<file path="src/hdl/pedal_plausibility_torque_top_assert.svh">
// Assertion macros used by the pedal plausibility top level.
`ifndef PEDAL_PLAUSIBILITY_TORQUE_TOP_ASSERT_SVH
`define PEDAL_PLAUSIBILITY_TORQUE_TOP_ASSERT_SVH

// Same-cycle implication, checked out of reset.
`define PPT_ASSERT_SAME(label, clk, rst_n, ante, cons) \
    label: assert property (@(posedge clk) disable iff (!rst_n) (ante) |-> (cons)) \
        else $error("pedal plausibility check failed");

// Next-cycle implication, checked out of reset.
`define PPT_ASSERT_NEXT(label, clk, rst_n, ante, cons) \
    label: assert property (@(posedge clk) disable iff (!rst_n) (ante) |=> (cons)) \
        else $error("pedal plausibility check failed");

`endif

</file>
<file path="src/hdl/ppt_pkg.sv">
// Shared constants, widths and types of the pedal plausibility block.
package ppt_pkg;

    localparam int SAMPLE_BITS   = 12;
    localparam int FRACTION_BITS = 12;
    localparam int GAIN_BITS     = 16;
    localparam int TORQUE_W      = 15;
    localparam int PM_OUT_W      = 13;
    localparam int CFG_INDEX_W   = 3;
    localparam int CFG_DATA_W    = 16;

    localparam int GAIN_SHIFT     = 24 - FRACTION_BITS;
    localparam int FULL_SCALE     = 1 << FRACTION_BITS;
    localparam int DIFF_W         = SAMPLE_BITS + 1;
    localparam int PROD_W         = DIFF_W + GAIN_BITS + 1;
    localparam int Q_W            = PROD_W - GAIN_SHIFT;
    localparam int OOR_W          = Q_W + 3;
    localparam int SUM_W          = Q_W + 1;
    localparam int CMP_W          = SUM_W + 4;
    localparam int PM_W           = Q_W + 10;
    localparam int TS_W           = FRACTION_BITS + 2;
    localparam int TP_W           = TS_W + TORQUE_W;
    localparam int PERMILLE_SCALE = 1000;
    localparam int PERMILLE_LIMIT = 4000;

    // -0.20 and 1.25 of full scale, compared as q*5 and q*4
    localparam logic signed [OOR_W-1:0] OOR_LOW  = OOR_W'(-FULL_SCALE);
    localparam logic signed [OOR_W-1:0] OOR_HIGH = OOR_W'(5 * FULL_SCALE);

    localparam logic [CFG_INDEX_W-1:0] CFG_PEDAL1_OFFSET   = 3'd0;
    localparam logic [CFG_INDEX_W-1:0] CFG_PEDAL1_GAIN     = 3'd1;
    localparam logic [CFG_INDEX_W-1:0] CFG_PEDAL2_OFFSET   = 3'd2;
    localparam logic [CFG_INDEX_W-1:0] CFG_PEDAL2_GAIN     = 3'd3;
    localparam logic [CFG_INDEX_W-1:0] CFG_BRAKE_THRESHOLD = 3'd4;
    localparam logic [CFG_INDEX_W-1:0] CFG_MAX_TORQUE      = 3'd5;

    typedef enum logic [1:0] {
        FAULT_NONE     = 2'd0,
        FAULT_RANGE    = 2'd1,
        FAULT_DISAGREE = 2'd2,
        FAULT_BRAKE    = 2'd3
    } fault_code_t;

    typedef enum logic [2:0] {
        ST_IDLE,
        ST_NORM,
        ST_SEL,
        ST_SCALE,
        ST_DONE
    } state_t;

    typedef struct packed {
        logic norm_en;
        logic sel_en;
        logic scale_en;
        logic commit;
        logic range_bad;
    } lane_ctrl_t;

endpackage

</file>
<file path="src/hdl/pedal_plausibility_torque_top.sv">
// Top level of the accelerator pedal plausibility check and torque request.
//
// One transaction per control tick: two pedal samples, brake sample, start
// button and motor controller fault come in on s_*, one result goes out on
// m_*. Ready-to-drive latches on an accepted start press (both pedals at or
// below rest, brake at or above threshold, no controller fault) and clears
// only on reset. Two pedal lanes normalize in parallel to Q12
// ((sample - offset) * gain >> 12, floor), and a merge stage picks the fault
// (sticky brake, out of range, disagreement, brake overlap) and the torque.
// The four-step sequencer (normalize multiply, range/clamp, permille and
// torque multiply, output load) holds one transaction at a time and waits
// in output load while a full result is not taken; the next transaction
// is taken in the same cycle the previous result is loaded. A finished
// result parks in the output register while the next one is processed.
// Config writes are taken at any time but belong in idle periods.
`include "pedal_plausibility_torque_top_assert.svh"

module pedal_plausibility_torque_top
    import ppt_pkg::*;
(
    input  logic                   clk,
    input  logic                   rst_n,
    // config write port
    input  logic                   cfg_we,
    input  logic [CFG_INDEX_W-1:0] cfg_index,
    input  logic [CFG_DATA_W-1:0]  cfg_data,
    // input stream
    input  logic                   s_tvalid,
    output logic                   s_tready,
    input  logic [39:0]            s_tdata,  // pedal1_sample, pedal2_sample, brake_sample, pad
    input  logic [1:0]             s_tuser,  // button_pressed, controller_fault
    // result stream
    output logic                   m_tvalid,
    input  logic                   m_tready,
    output logic [47:0]            m_tdata,  // torque_request, fault_code, pedal1_permille,
                                             // pedal2_permille, pad
    output logic [2:0]             m_tuser   // drive_ready, buzzer_start, lockout_clear
);

    // config registers
    logic [SAMPLE_BITS-1:0] off1_reg, off2_reg, brake_thr_reg;
    logic [GAIN_BITS-1:0]   gain1_reg, gain2_reg;
    logic [TORQUE_W-1:0]    max_torque_reg;

    // captured transaction
    logic [SAMPLE_BITS-1:0] s1_reg, s2_reg, brake_reg;
    logic [SAMPLE_BITS-1:0] in_s1, in_s2, in_brake;
    logic                   in_button, in_mc_fault;

    // drive state
    logic ready_reg, ready_next;
    logic buzzer_reg, buzzer_next;
    logic lockout_reg, lockout_next;
    logic start_ok;

    state_t state_reg, state_next;
    logic   accept;
    logic   out_free;
    logic   commit;

    lane_ctrl_t                 ctrl;
    logic                       oor1, oor2;
    logic signed [Q_W-1:0]      qsel1, qsel2;
    logic signed [PM_OUT_W-1:0] pm1, pm2;
    fault_code_t                fault;
    logic [TORQUE_W-1:0]        torque;

    // output register
    logic                       m_valid_reg, m_valid_next;
    logic [TORQUE_W-1:0]        o_torque_reg;
    fault_code_t                o_fault_reg;
    logic signed [PM_OUT_W-1:0] o_pm1_reg, o_pm2_reg;
    logic                       o_ready_reg, o_buzzer_reg, o_lockout_reg;

    assign in_s1       = s_tdata[11:0];
    assign in_s2       = s_tdata[23:12];
    assign in_brake    = s_tdata[35:24];
    assign in_button   = s_tuser[0];
    assign in_mc_fault = s_tuser[1];

    always_ff @(posedge clk or negedge rst_n)
    begin
        if (!rst_n)
        begin
            off1_reg       <= SAMPLE_BITS'(1193);
            gain1_reg      <= GAIN_BITS'(23400);
            off2_reg       <= SAMPLE_BITS'(1810);
            gain2_reg      <= GAIN_BITS'(23933);
            brake_thr_reg  <= SAMPLE_BITS'(450);
            max_torque_reg <= TORQUE_W'(1000);
        end
        else if (cfg_we)
        begin
            case (cfg_index)
                CFG_PEDAL1_OFFSET:   off1_reg       <= cfg_data[SAMPLE_BITS-1:0];
                CFG_PEDAL1_GAIN:     gain1_reg      <= cfg_data[GAIN_BITS-1:0];
                CFG_PEDAL2_OFFSET:   off2_reg       <= cfg_data[SAMPLE_BITS-1:0];
                CFG_PEDAL2_GAIN:     gain2_reg      <= cfg_data[GAIN_BITS-1:0];
                CFG_BRAKE_THRESHOLD: brake_thr_reg  <= cfg_data[SAMPLE_BITS-1:0];
                CFG_MAX_TORQUE:      max_torque_reg <= cfg_data[TORQUE_W-1:0];
                default:             ;
            endcase
        end
    end

    // start press acceptance, evaluated on the incoming transaction
    assign start_ok = in_button && (in_s1 <= off1_reg) && (in_s2 <= off2_reg) &&
                      (in_brake >= brake_thr_reg) && !in_mc_fault;

    always_comb
    begin
        ready_next   = ready_reg;
        buzzer_next  = buzzer_reg;
        lockout_next = lockout_reg;
        if (accept)
        begin
            buzzer_next  = start_ok && !ready_reg;
            lockout_next = start_ok && ready_reg;
            ready_next   = ready_reg || start_ok;
        end
    end

    always_ff @(posedge clk or negedge rst_n)
    begin
        if (!rst_n)
        begin
            ready_reg   <= 1'b0;
            buzzer_reg  <= 1'b0;
            lockout_reg <= 1'b0;
        end
        else
        begin
            ready_reg   <= ready_next;
            buzzer_reg  <= buzzer_next;
            lockout_reg <= lockout_next;
        end
    end

    always_ff @(posedge clk)
    begin
        if (accept)
        begin
            s1_reg    <= in_s1;
            s2_reg    <= in_s2;
            brake_reg <= in_brake;
        end
    end

    // sequencer
    assign out_free = !m_valid_reg || m_tready;

    always_comb
    begin
        state_next     = state_reg;
        s_tready       = 1'b0;
        commit         = 1'b0;
        ctrl.norm_en   = 1'b0;
        ctrl.sel_en    = 1'b0;
        ctrl.scale_en  = 1'b0;
        ctrl.commit    = 1'b0;
        ctrl.range_bad = oor1 || oor2;
        case (state_reg)
            ST_IDLE:
            begin
                s_tready = 1'b1;
                if (s_tvalid)
                    state_next = ST_NORM;
            end
            ST_NORM:
            begin
                ctrl.norm_en = 1'b1;
                state_next   = ST_SEL;
            end
            ST_SEL:
            begin
                ctrl.sel_en = 1'b1;
                state_next  = ST_SCALE;
            end
            ST_SCALE:
            begin
                ctrl.scale_en = 1'b1;
                state_next    = ST_DONE;
            end
            ST_DONE:
            begin
                if (out_free)
                begin
                    commit      = 1'b1;
                    ctrl.commit = 1'b1;
                    s_tready    = 1'b1;   // next transaction may follow directly
                    state_next  = s_tvalid ? ST_NORM : ST_IDLE;
                end
            end
            default:
            begin
                state_next = ST_IDLE;
            end
        endcase
    end

    assign accept = s_tvalid && s_tready;

    always_ff @(posedge clk or negedge rst_n)
    begin
        if (!rst_n)
            state_reg <= ST_IDLE;
        else
            state_reg <= state_next;
    end

    ppt_lane u_lane1 (
        .clk      (clk),
        .ctrl     (ctrl),
        .sample   (s1_reg),
        .offset   (off1_reg),
        .gain     (gain1_reg),
        .oor      (oor1),
        .qsel     (qsel1),
        .permille (pm1)
    );

    ppt_lane u_lane2 (
        .clk      (clk),
        .ctrl     (ctrl),
        .sample   (s2_reg),
        .offset   (off2_reg),
        .gain     (gain2_reg),
        .oor      (oor2),
        .qsel     (qsel2),
        .permille (pm2)
    );

    ppt_merge u_merge (
        .clk        (clk),
        .rst_n      (rst_n),
        .ctrl       (ctrl),
        .q1         (qsel1),
        .q2         (qsel2),
        .brake_over (brake_reg > brake_thr_reg),
        .max_torque (max_torque_reg),
        .ready      (ready_reg),
        .fault      (fault),
        .torque     (torque)
    );

    // result register
    always_comb
    begin
        m_valid_next = m_valid_reg;
        if (commit)
            m_valid_next = 1'b1;
        else if (m_tready)
            m_valid_next = 1'b0;
    end

    always_ff @(posedge clk or negedge rst_n)
    begin
        if (!rst_n)
            m_valid_reg <= 1'b0;
        else
            m_valid_reg <= m_valid_next;
    end

    always_ff @(posedge clk)
    begin
        if (commit)
        begin
            o_torque_reg  <= torque;
            o_fault_reg   <= fault;
            o_pm1_reg     <= pm1;
            o_pm2_reg     <= pm2;
            o_ready_reg   <= ready_reg;
            o_buzzer_reg  <= buzzer_reg;
            o_lockout_reg <= lockout_reg;
        end
    end

    assign m_tvalid = m_valid_reg;
    assign m_tdata  = {5'd0, o_pm2_reg, o_pm1_reg, o_fault_reg, o_torque_reg};
    assign m_tuser  = {o_lockout_reg, o_buzzer_reg, o_ready_reg};

    // torque only flows with no fault and the car ready
    `PPT_ASSERT_SAME(a_torque_gated, clk, rst_n, m_tvalid && (m_tdata[14:0] != '0), (m_tdata[16:15] == FAULT_NONE) && m_tuser[0])
    // buzzer and lockout pulses are exclusive
    `PPT_ASSERT_SAME(a_pulse_excl, clk, rst_n, m_tvalid, !(m_tuser[1] && m_tuser[2]))
    // one transaction in flight at a time
    `PPT_ASSERT_NEXT(a_single_flight, clk, rst_n, s_tvalid && s_tready, !s_tready)
    // ready-to-drive never drops outside reset
    `PPT_ASSERT_NEXT(a_ready_sticky, clk, rst_n, ready_reg, ready_reg)

endmodule

</file>
<file path="src/hdl/ppt_lane.sv">
// One pedal lane: normalization, range flag, clamp and permille scaling.
module ppt_lane
    import ppt_pkg::*;
(
    input  logic                       clk,
    input  lane_ctrl_t                 ctrl,
    input  logic [SAMPLE_BITS-1:0]     sample,
    input  logic [SAMPLE_BITS-1:0]     offset,
    input  logic [GAIN_BITS-1:0]       gain,
    output logic                       oor,
    output logic signed [Q_W-1:0]      qsel,
    output logic signed [PM_OUT_W-1:0] permille
);

    logic signed [DIFF_W-1:0]         diff;
    logic signed [PROD_W-1:0]         prod;
    logic signed [Q_W-1:0]            q_reg;
    logic signed [Q_W-1:0]            q_clamped;
    logic signed [Q_W-1:0]            qsel_reg;
    logic signed [OOR_W-1:0]          q_ext;
    logic [Q_W-1:0]                   mag;
    logic [PM_W-1:0]                  pm_reg;
    logic                             neg_reg;
    logic [PM_W-FRACTION_BITS-1:0]    pm_int;
    logic [PM_OUT_W-1:0]              pm_sat;

    assign diff = $signed({1'b0, sample}) - $signed({1'b0, offset});
    assign prod = diff * $signed({1'b0, gain});

    // range check on the raw fraction
    assign q_ext = OOR_W'(q_reg);
    assign oor   = (q_ext * OOR_W'(5) < OOR_LOW) || (q_ext * OOR_W'(4) > OOR_HIGH);

    always_comb
    begin
        if (q_reg < 0)
            q_clamped = '0;
        else if (q_reg > Q_W'(FULL_SCALE))
            q_clamped = Q_W'(FULL_SCALE);
        else
            q_clamped = q_reg;
    end

    assign mag = qsel_reg[Q_W-1] ? Q_W'(-qsel_reg) : qsel_reg;

    always_ff @(posedge clk)
    begin
        if (ctrl.norm_en)
            q_reg <= prod[PROD_W-1:GAIN_SHIFT];   // floor shift
        if (ctrl.sel_en)
            qsel_reg <= ctrl.range_bad ? q_reg : q_clamped;
        if (ctrl.scale_en)
        begin
            pm_reg  <= PM_W'(mag) * PM_W'(PERMILLE_SCALE);
            neg_reg <= qsel_reg[Q_W-1];
        end
    end

    assign pm_int = pm_reg[PM_W-1:FRACTION_BITS];
    assign pm_sat = (pm_int > (PM_W-FRACTION_BITS)'(PERMILLE_LIMIT)) ?
                    PM_OUT_W'(PERMILLE_LIMIT) : pm_int[PM_OUT_W-1:0];

    assign qsel     = qsel_reg;
    assign permille = neg_reg ? -$signed(pm_sat) : $signed(pm_sat);

endmodule

</file>
<file path="src/hdl/ppt_merge.sv">
// Merge stage: fault selection across both lanes and the torque product.
module ppt_merge
    import ppt_pkg::*;
(
    input  logic                   clk,
    input  logic                   rst_n,
    input  lane_ctrl_t             ctrl,
    input  logic signed [Q_W-1:0]  q1,
    input  logic signed [Q_W-1:0]  q2,
    input  logic                   brake_over,
    input  logic [TORQUE_W-1:0]    max_torque,
    input  logic                   ready,
    output fault_code_t            fault,
    output logic [TORQUE_W-1:0]    torque
);

    logic signed [SUM_W-1:0] sum;
    logic signed [SUM_W-1:0] diff_abs;
    logic signed [CMP_W-1:0] sum_ext;
    logic signed [CMP_W-1:0] diff_ext;
    logic                    hot_tenth;
    fault_code_t             fault_next;
    fault_code_t             fault_reg;
    fault_code_t             prev_fault_reg;
    logic [TP_W-1:0]         tprod_reg;

    assign sum      = SUM_W'(q1) + SUM_W'(q2);
    assign diff_abs = (q1 > q2) ? SUM_W'(q1) - SUM_W'(q2) : SUM_W'(q2) - SUM_W'(q1);
    assign sum_ext  = CMP_W'(sum);
    assign diff_ext = CMP_W'(diff_abs);

    assign hot_tenth = sum_ext * CMP_W'(10) > CMP_W'(FULL_SCALE);

    always_comb
    begin
        // sticky brake fault wins, then range, disagreement, brake overlap
        if (prev_fault_reg == FAULT_BRAKE && hot_tenth)
            fault_next = FAULT_BRAKE;
        else if (ctrl.range_bad)
            fault_next = FAULT_RANGE;
        else if (diff_ext * CMP_W'(10) > CMP_W'(FULL_SCALE))
            fault_next = FAULT_DISAGREE;
        else if (sum_ext * CMP_W'(2) > CMP_W'(FULL_SCALE) && brake_over)
            fault_next = FAULT_BRAKE;
        else
            fault_next = FAULT_NONE;
    end

    always_ff @(posedge clk)
    begin
        if (ctrl.scale_en)
        begin
            fault_reg <= fault_next;
            // sum is within 0..2*full scale whenever torque is used
            tprod_reg <= TP_W'(sum[TS_W-1:0]) * TP_W'(max_torque);
        end
    end

    always_ff @(posedge clk or negedge rst_n)
    begin
        if (!rst_n)
            prev_fault_reg <= FAULT_NONE;
        else if (ctrl.commit)
            prev_fault_reg <= fault_reg;
    end

    assign fault  = fault_reg;
    assign torque = (fault_reg == FAULT_NONE && ready) ?
                    tprod_reg[FRACTION_BITS+1 +: TORQUE_W] : '0;

endmodule
</file>
<file path="config.mk">
export PLATFORM = sky130hd
export DESIGN_NAME = pedal_plausibility_torque_top
export DESIGN_NICKNAME = d
export VERILOG_FILES = /design/src/hdl/ppt_pkg.sv /design/src/hdl/pedal_plausibility_torque_top.sv /design/src/hdl/ppt_lane.sv /design/src/hdl/ppt_merge.sv
export VERILOG_INCLUDE_DIRS = /design/src /design/src/hdl
export SDC_FILE = /design/constraint.sdc
export NUM_CORES = 2
export LEC_CHECK = 0
export ABC_AREA = 1
export BUFFER_PORTS_ARGS = -buffer_cell sky130_fd_sc_hd__buf_2
export CAP_MARGIN = 20
export CORE_MARGIN = 8
export CORE_UTILIZATION = 46
export CTS_CLUSTER_DIAMETER = 50
export DETAILED_ROUTE_END_ITERATION = 8
export GPL_TIMING_DRIVEN = 0
export SETUP_SLACK_MARGIN = 0.1
export SYNTH_ARGS = -nofsm -noshare
export SYNTH_HDL_FRONTEND = slang
export SYNTH_SLANG_ARGS = --single-unit
</file>
<file path="constraint.sdc">
create_clock -name clk -period 8.27 [get_ports clk]
set_input_delay 0.4135 -clock clk [delete_from_list [all_inputs] [get_ports clk]]
set_output_delay 0.4135 -clock clk [all_outputs]
set_load 0.02 [all_outputs]
</file>
==> run metrics <==
Initial Util 0.464; area growth from synthesis to final layout 9.74%; Area contributors post-synth fa_1, ha_1, edfxtp_1, inv_1, nand2_1; Worst path max stage delay between 0.5 and 0.6 ns; GRT Overall Usage 0.222; Max clock buf depth 3; setup violators final 0; Clock Skews 0.0449 ns; dominant cell type by area after synthesis fa_1; crit-path most repeated cell nand2_1; crit-path max FO 11; GP Congestion just under 1; crit path kind reg2reg; min Tclk post-route roughly 8 ns; sequential share of the synthesized area 0.177; setup tns final 0 ns; # DRC 0; Max Cap Viol 0; synth unique cells between 60 and 70; Hold/Removal Path Class in2reg; boundary pin count about 120; # clock sinks 297; CP endpoint kind flop; Slew Limit Fails 0; crit-path leading delay family adder cells; outcome complete, no violations; Async S/R FF share, synth 0.310; global route overflow 0; Vert. Die Dim between 300 and 400 um; largest net degree at the start of global routing 50; required time worst endpoint a little under 9 ns; core region area around 100,000 um2; number of synthesized flops with an enable pin just over 200; Cells after Synth 5,858; ys flop type edfxtp_1; DP Wirelength approximately 110 mm; drt total wl about 130 mm; Die X about 340 um; Synth Register Bits 297; Avg Inst Size Synth slightly above 8 um2; CTS clk-pin slew, worst paths ~0.060 ns; WP buf/inv 6; Vias 38,900; TritonCTS clock tree yes; Via density ~5.2; yosys warns 0; Routed Antenna Nets 0; Die Area 115,000 um2; Worst Tran Pin Value 0.909 ns; ratio of cells with drive above 1 in the final layout 0.0668; FP Rows roughly 120; global-route wire length before repair 208 mm; vias in the first global route between 30,000 and 40,000; Max Freq about 130 MHz; Final Hold Viols 0; CTS HTree Levels 2; startpoint types flop; worst-skew pair later-pin latency 0.64 ns; Root Buffer clkbuf_16; drt wl/cell approximately 17 um; slowest stage cell, crit path edfxtp_1; worst rel slew slack 0.392; DR iter-0 viols approximately 2,400; top-area cell type share of the netlist area 0.245; Synth Cell Area ~48,000 um2; IO Port Bufs 109; nets 7,377; initial antenna violation count 3; CTS buffer count 50; RSZ-0062 raised after global routing false; DRT Pass-1 Iters 6; arrival time at the worst endpoint a little over 8 ns; Tcrit/Tclk final 0.945
layout by cell type (no fill, tap or decap), drive strengths merged, types with 5 or more instances in the layout:
| cell type | instances |
|---|---|
| a21oi | 307 |
| nor3 | 70 |
| ha | 657 |
| inv | 1216 |
| clkinvlp | 5 |
| edfxtp | 205 |
| conb | 5 |
| nor4 | 26 |
| dlygate4sd3 | 36 |
| a31oi | 16 |
| clkbuf | 145 |
| a211oi | 6 |
| o2111ai | 7 |
| xnor2 | 58 |
| nand3b | 10 |
| o221ai | 9 |
| dfstp | 39 |
| nand2 | 1157 |
| a21boi | 11 |
| a21o | 13 |
| dfrtp | 53 |
| or2 | 33 |
| o21a | 12 |
| clkinv | 17 |
| xor2 | 141 |
| buf | 158 |
| o31ai | 11 |
| nand3 | 180 |
| nand4 | 44 |
| o21bai | 21 |
| nor2 | 538 |
| o211ai | 14 |
| o21ai | 277 |
| fa | 586 |
what timing repair did:
item,in CTS,in global routing
hold buffers,36,0
gates resized for setup,1,23
setup endpoints to repair,1,16
endpoints found under the hold margin,61,0
pin swaps,0,0
setup buffers,0,2
cells in the mapped netlist (25+ instances only):
master and number:
xnor2_1 58, o21ai_0 229, xor2_1 139, o21ai_2 29, edfxtp_1 205, nor3_1 68
clkbuf_1 85, ha_1 657, dfstp_2 39, nand3_1 177, nor4_1 25, inv_1 1187
nand4_1 44, fa_1 586, nor2_1 534, or2_2 26, a21oi_1 303, dfrtp_1 53
nand2_1 1137
final timing paths:
path	startpoint	endpoint	slack [ns]	cells past startpoint
max in group asynchronous	rst_n	max_torque_reg[6]	7.20	3
min in group asynchronous	rst_n	gain2_reg[13]	0.37	2
setup reg to reg	u_lane1.qsel[1]	u_merge.tprod_reg[25]	0.46	29
hold reg to reg	buzzer_reg	o_buzzer_reg	0.45	0
hold / removal	s_tdata[6]	s1_reg[6]	0.04	1
setup / recovery	u_lane1.qsel[1]	u_merge.tprod_reg[25]	0.46	29
metal layers:
metal / track usage / routed length (um)
met1: 0.297 / 57700
met2: 0.373 / 60100
met3: 0.0361 / 7840
met4: 0.0575 / 3390
met5: 0 / 0
cells by family after synthesis:
logic type                 count (synthesis)  synth area share
xor gates and xnor gates                 199            0.0366
DFF                                      297             0.177
adders and majority gates               1243             0.416
and+or+nand+nor                         2063             0.177
AOI/OAI and AO/OA                        718            0.0851
other                                      1         0.0000782
muxes                                      4          0.000835
buffers and inverters                   1333             0.107
final cells by class:
cell class,instances,area (um2)
inverter,1207,4540
fill,10000,50900
multi-input combinational,4232,34400
sequential,297,8510
clock inverter,34,397
antenna,1,2.50
tap,1380,1730
clock buffer,59,1360
buffer,126,627
timing repair buffer,154,1070
stage by stage:
step | util | std cells | hold slack [ns] | instance area (um2) | setup slack [ns]
after global placement | 0.486 | 7351 | 0.438 | 50300 | 0.0579
after CTS | 0.508 | 7487 | 0.00502 | 52600 | 0.190
final | 0.509 | 7490 | 0.0410 | 52600 | 0.456
after floorplan | - | 5862 | 0.118 | 48000 | 1.46
after detailed placement | 0.487 | 7358 | 0.447 | 50400 | 0.0122
after global routing | 0.509 | 7489 | 0.00313 | 52600 | 0.107
Power is left out: the tool's default activity adds up to more than one toggle a clock period on the data nets, which glitch-free logic cannot reach.
